[config.mk]
export PLATFORM = sky130hd
export DESIGN_NAME = srl_cell
export DESIGN_NICKNAME = d
export VERILOG_FILES = /design/src/hdl/assert_macros.svh /design/src/hdl/srl_pkg.sv /design/src/hdl/srl_cell.sv
export SDC_FILE = /design/constraint.sdc
export NUM_CORES = 1
export LEC_CHECK = 0
export BUFFER_PORTS_ARGS = -buffer_cell sky130_fd_sc_hd__clkbuf_2
export CAP_MARGIN = 10
export CORE_AREA = 2 2 163 165
export DETAILED_ROUTE_END_ITERATION = 16
export DIE_AREA = 0 0 165 167
export PLACE_DENSITY = 0.59
export SLEW_MARGIN = 20
export SYNTH_ARGS = -nofsm -noshare
export SYNTH_HDL_FRONTEND = slang
export SYNTH_SLANG_ARGS = --single-unit
[constraint.sdc]
create_clock -name clk -period 2.38 [get_ports clk]
set_input_delay 0.595 -clock clk [delete_from_list [all_inputs] [get_ports clk]]
set_output_delay 0.595 -clock clk [all_outputs]
set_load 0.03 [all_outputs]
[src/hdl/assert_macros.svh]
// Assertion helpers, clocked on clk with reset rst_n active low.
`ifndef ASSERT_MACROS_SVH
`define ASSERT_MACROS_SVH

// Same-cycle implication.
`define SRL_ASSERT_IMP(label, a, b) \
    label: assert property (@(posedge clk) disable iff (!rst_n) (a) |-> (b)) \
        else $error("assertion failed");

// Next-cycle implication.
`define SRL_ASSERT_NXT(label, a, b) \
    label: assert property (@(posedge clk) disable iff (!rst_n) (a) |=> (b)) \
        else $error("assertion failed");

`endif

[src/hdl/srl_pkg.sv]
`default_nettype none

package srl_pkg;

    localparam int CAPACITY = 16;
    localparam int IDX_W    = $clog2(CAPACITY);

    localparam logic [1:0] ACT_INSERT = 2'd0;
    localparam logic [1:0] ACT_DELETE = 2'd1;
    localparam logic [1:0] ACT_LIST   = 2'd2;

    localparam logic [1:0] ST_OK        = 2'd0;
    localparam logic [1:0] ST_FULL      = 2'd1;
    localparam logic [1:0] ST_NOT_FOUND = 2'd2;
    localparam logic [1:0] ST_EMPTY     = 2'd3;

    typedef struct packed {
        logic [1:0]  action;
        logic [30:0] rec_key;
        logic [63:0] rec_label;
        logic [7:0]  rec_rank;
    } rec_in_t;

    typedef struct packed {
        logic [1:0]  status;
        logic [30:0] out_key;
        logic [63:0] out_label;
        logic [7:0]  out_rank;
        logic        last;
    } rec_out_t;

    typedef struct packed {
        logic        valid;
        logic [30:0] key;
        logic [63:0] label;
        logic [7:0]  rank;
    } entry_t;

    typedef enum logic [1:0] {
        OP_HOLD,
        OP_INSERT,
        OP_DELETE,
        OP_ROTATE
    } cell_op_t;

    typedef struct packed {
        cell_op_t    op;
        logic [30:0] key;
        logic [63:0] label;
        logic [7:0]  rank;
    } cell_ctl_t;

    typedef struct packed {
        logic ge;
        logic seen;
    } cell_flags_t;

endpackage

`default_nettype wire

[src/hdl/srl_cell.sv]
`default_nettype none

module srl_cell
    import srl_pkg::*;
(
    input  wire logic        clk,
    input  wire logic        rst_n,
    input  wire cell_ctl_t   ctl,
    input  wire entry_t      left_ent,
    input  wire logic        left_ge,
    input  wire entry_t      right_ent,
    input  wire logic        before_in,
    output entry_t           ent,
    output cell_flags_t      flags
);

    entry_t ent_reg;
    entry_t ent_next;
    logic   hit;
    logic   ge;
    logic   seen;

    assign hit   = ent_reg.valid && (ent_reg.key == ctl.key);
    assign ge    = ent_reg.valid && (ent_reg.rank >= ctl.rank);
    assign seen  = before_in || hit;
    assign flags = cell_flags_t'({ge, seen});
    assign ent   = ent_reg;

    always_comb
    begin
        ent_next = ent_reg;
        case (ctl.op)
            OP_INSERT:
            begin
                if (!ge)
                begin
                    if (left_ge)
                    begin
                        ent_next.valid = 1'b1;
                        ent_next.key   = ctl.key;
                        ent_next.label = ctl.label;
                        ent_next.rank  = ctl.rank;
                    end
                    else
                    begin
                        ent_next = left_ent;
                    end
                end
            end
            OP_DELETE:
            begin
                if (seen)
                begin
                    ent_next = right_ent;
                end
            end
            OP_ROTATE:
            begin
                ent_next = right_ent;
            end
            default:
            begin
                ent_next = ent_reg;
            end
        endcase
    end

    always_ff @(posedge clk or negedge rst_n)
    begin
        if (!rst_n)
        begin
            ent_reg <= '0;
        end
        else
        begin
            ent_reg <= ent_next;
        end
    end

endmodule

`default_nettype wire

== Yosys cells after proc, flatten, opt, wreduce, memory -nomap -nowiden ==
Index checks and enable logic that the tools add are counted.
Widths: inputs -> output; s select.

* Order comparisons: 1
* Eq/ne operators: 6
* Mux-type cells: 4
* Reduce and logical (&&, ||, !) cells: 5

{| class="wikitable"
|+ Operators by type and width
! kind !! number
|-
| $mux 104 || 3
|-
| $pmux 104 s3 || 1
|-
| $eq 31x31->1 || 1
|-
| $ge 8x8->1 || 1
|-
| $eq 2x2->1 const B || 2
|-
| $ne 2x2->1 const B || 2
|-
| $reduce_and 3->1 || 1
|-
| $reduce_bool 3->1 || 1
|-
| $eq 2x1->1 const B || 1
|-
| $logic_and 1x1->1 || 2
|-
| $logic_or 1x1->1 || 1
|}

* Register bits after elaboration: 104
* Input bits: 317
* Output and inout port bits: 106
* Logic and storage cells: 20

== Longest topological paths before layout ==
* Depth in word-level cells: 5
* Mapped depth: 10
* Gate-level depth less buffers: 8

== Worst setup path after synthesis ==
OpenSTA, ideal clock, no wires.

* Kind: input -> register
* From: input ctl[7] (netlist bit)
* To: register ent_reg (netlist bit ent[101])
* Library setup time: 0.125 ns
* Arrival: 2.425 ns
* Setup slack: -0.170 ns
* Stages: 10
* Buffers on the path: 2
* Path through: inv_1 > ha_1 > nand3_1 > nor3_1 > o31ai_1 > and3_1 > o32ai_1 > buf_2 > buf_6 > mux2_4

* Longest elaborated chain between the ends: 4

{| class="wikitable"
|+ Ends and longest elaborated chain
! item !! RTL line !! text
|-
| from (decl) || srl_cell.sv:8 || <nowiki>input wire cell_ctl_t ctl,</nowiki>
|-
| $ge 8x8->1 || srl_cell.sv:24 || <nowiki>assign ge = ent_reg.valid && (ent_reg.rank >= ctl.rank);</nowiki>
|-
| $logic_and 1x1->1 || srl_cell.sv:24 ||
|-
| $ne 2x2->1 (no line) || -- ||
|-
| $reduce_and 3->1 (no line) || -- ||
|-
| to (signal assigned) || srl_cell.sv:76 || <nowiki>ent_reg <= ent_next;</nowiki>
|-
| to (decl) || srl_cell.sv:17 || <nowiki>entry_t ent_reg;</nowiki>
|}

Every way passes these cells.
A chain may end at the register's enable or synchronous reset.

==> key figures <==
Run status
  • Status: finished, violations left
  • Failing checks: negative setup slack

Synth
  • Top_reg_cell synth: dfrtp_1
  • Sequential cell area fraction in the yosys report: 0.386
  • Post-Synthesis Cell Area: 6750 um2
  • Seq cells post-synth: 104
  • Yosys cell types: 31
  • Ys Warns: 0
  • Post-synth EDFFs: 0
  • Syn avg cell area: 10.4 um2
  • Syn Inst Count: 649
  • Syn nets: 974
  • Asr flop ratio synth: 1.00

Power and ir drop
  • Pleak: 5.71 nW
  • Max VDD drop: 0.334 mV
  • Power Density: 676 nW/um2

STA
  • RSZ-0062 raised after global routing: true
  • Final min period: 2730 ps
  • Fin crit share: 1.15
  • Setup Viol. Count Final: 105
  • Worst rel slew slack: 0.620
  • Fmax: 0.367 GHz
  • Fin. max-slew vios: 0
  • Slack of the critical path: -347 ps
  • Final hold vios: 0
  • Clock Skew: 11.9 ps
  • Worst-Margin Slew: 570 ps

GRT
  • Remaining global-route overflow: 0
  • Vias in the first global route: 6,496
  • Busiest grt layer: met2
  • Initial antenna violation count: 0
  • Met3 usage: 0.0291
  • Total GRT Usage: 0.166
  • First-pass GRT wire length: 34,900 um
  • Met1 Usage GRT: 0.206
  • Met2 Use GR: 0.289
  • Largest net degree at the start of global routing: 105

Floorplanning
  • Num rows: 59
  • Initial core utilization: 0.262
  • Die height: 167 um
  • # IOs: 423
  • Die area: 27,600 um2
  • Chip width: 165 um
  • Core Area: 25,800 um2

Critical path
  • Crit path DAT: 2130 ps
  • Worst Reg-to-Reg Cells: 10
  • FF-to-FF End: ent[50]$_DFFE_PN0P_
  • Critical Path Fanout Max: 2
  • CP Capture Type: output port
  • Worst Setup Start Kind: flop
  • Reg-to-reg setup timing slack: -290 ps
  • Worst setup startpoint: ent[97]$_DFFE_PN0P_
  • CP required: 1780 ps
  • Critical Path Sink: flags[0]
  • Worst reg2reg startpoint: ent[97]$_DFFE_PN0P_
  • Type of the worst setup path: reg2out

Clocking
  • CTS buffer count: 9
  • Clk buf depth: 2
  • CTS H-Tree Depth: 3
  • CTS tree: yes
  • # hold bufs at CTS: 0
  • Clk Tree Root Cell: clkbuf_16
  • Register clock-pin slew on the reported worst setup and hold paths: 80 ps
  • CTS Sinks: 104
  • Skew-Pair Late Insertion Delay: 350 ps

Routing
  • DR pass1 iterations: 4
  • Iter 0 DRT Violations: 170
  • Via count: 6,413
  • Number of vias per cell: 4.40
  • Detailed Route WL: 23,500 um
  • Wirelength per Cell: 16.2 um
  • Number of routed nets with antenna violations: 0
  • Drt drc: 0

Flow run
  • Max capacitance violation total: 0

Placement
  • Gp weighted congestion: 0.845
  • DP Worst Slack: -520 ps
  • Area after DPL: 9630 um2
  • DP Wirelength: 18,200 um
  • I/O Buffers: 422

Finish
  • Final core occ: 0.414
  • Max reg flops: 104
  • Area grow syn2layout: 58.0%
  • Share of cells above drive strength 1: 0.571
  • # nets final: 1,441
  • N_diodes: 0
  • Fin area: 10,700 um2

Min path
  • Hold WC Path Type: in2async
routing by layer:
| metal | up-vias | wire, um |
|---|---|---|
| li1 | 3204 | - |
| met1 | 2944 | 9950 |
| met2 | 232 | 11700 |
| met3 | 33 | 1340 |
| met4 | 0 | 531 |
| met5 | - | 0 |
Yosys cell counts (3+ instances only):
master / instances / area, um2
mux2_2: 44 / 495
nor2_1: 7 / 26.3
mux2_4: 57 / 856
dfrtp_1: 104 / 2600
nor2b_1: 3 / 18.8
clkbuf_1: 28 / 105
o21ai_0: 103 / 515
xor2_1: 18 / 158
inv_1: 14 / 52.6
xnor2_1: 8 / 70.1
ha_1: 8 / 100
buf_2: 4 / 20.0
nand4_1: 4 / 25.0
mux2i_1: 106 / 1060
a21oi_1: 5 / 25.0
buf_6: 6 / 67.6
nor4_1: 5 / 31.3
nand2_1: 103 / 387
buf_1: 8 / 30.0
report_power, final:
| part | leakage (nW) | internal, mW | switching [mW] | total, mW |
|---|---|---|---|---|
| Combinational | 4.30 | 1.48 | 1.69 | 3.16 |
| Sequential | 1.24 | 2.11 | 0.244 | 2.35 |
| Clock | 0.162 | 0.968 | 0.726 | 1.69 |
worst max-delay path, cell delays in order, from the launching register on:
cell and delay [ps]:
dfrtp_2 410, nor2b_1 130, a2111oi_1 400, nand4_1 280, nor4_4 260, or2_4 180
buf_8 120
worst min path at each step:
stage                              startpoint             endpoint  cells past startpoint
final                                   rst_n  ent[14]$_DFFE_PN0P_                      2
after global routing                    rst_n  ent[14]$_DFFE_PN0P_                      2
after CTS                               rst_n  ent[14]$_DFFE_PN0P_                      2
after detailed placement  ent[57]$_DFFE_PN0P_  ent[57]$_DFFE_PN0P_                      1
after global placement    ent[66]$_DFFE_PN0P_  ent[66]$_DFFE_PN0P_                      1
after floorplan                         rst_n   ent[0]$_DFFE_PN0P_                      0
cell type report:
| type | instances | area [um2] |
|---|---|---|
| inverters | 14 | 52.6 |
| flip-flops and latches | 104 | 2610 |
| well taps | 335 | 419 |
| clock buffers | 10 | 239 |
| multi-input cells | 483 | 4020 |
| fillers | 2555 | 15100 |
| clock inverters | 6 | 96.3 |
| repair buffers | 504 | 3230 |
cells by family (layout without fill, tap and decap cells):
| group | count (synthesis) | in the layout | synth area share |
|---|---|---|---|
| adder cells (fa/ha/maj) | 8 | 8 | 0.0148 |
| flip-flops | 104 | 104 | 0.386 |
| AND/OR/NAND/NOR | 128 | 128 | 0.0775 |
| XOR/XNOR | 26 | 26 | 0.0337 |
| multiplexers | 207 | 207 | 0.357 |
| buffers and inverters | 62 | 534 | 0.0430 |
| AO/OA/AOI/OAI | 114 | 114 | 0.0879 |
placed cells by master, fill, tap and decap left out, types with 16 or more instances in the layout:
master    instances
buf_12           16
clkbuf_2        417
mux2_4           60
o21ai_0         101
dfrtp_1         101
buf_4            42
xor2_1           18
mux2i_1         106
nand2_1         102
mux2_2           41
what timing repair did:
action,4_1_cts,5_1_grt
pin swaps,10,10
gates cloned,10,0
endpoints found under the setup margin,106,106
setup buffers,20,4
resized for setup,56,19
metrics by stage:
| stage | TNS [ps] | std cells | total power [mW] | hold slack [ps] |
|---|---|---|---|---|
| 2_1_floorplan | -20.6 | 649 | 4.07 | 299 |
| 3_3_place_gp | -49900 | 1413 | 5.18 | 491 |
| 3_5_place_dp | -49750 | 1413 | 5.21 | 493 |
| 4_1_cts | -25410 | 1458 | 7.33 | 321 |
| 5_1_grt | -44230 | 1456 | 7.62 | 337 |
| 6_report | -22340 | 1456 | 7.21 | 297 |
No activity file was read; power rests on OpenSTA's default activity.
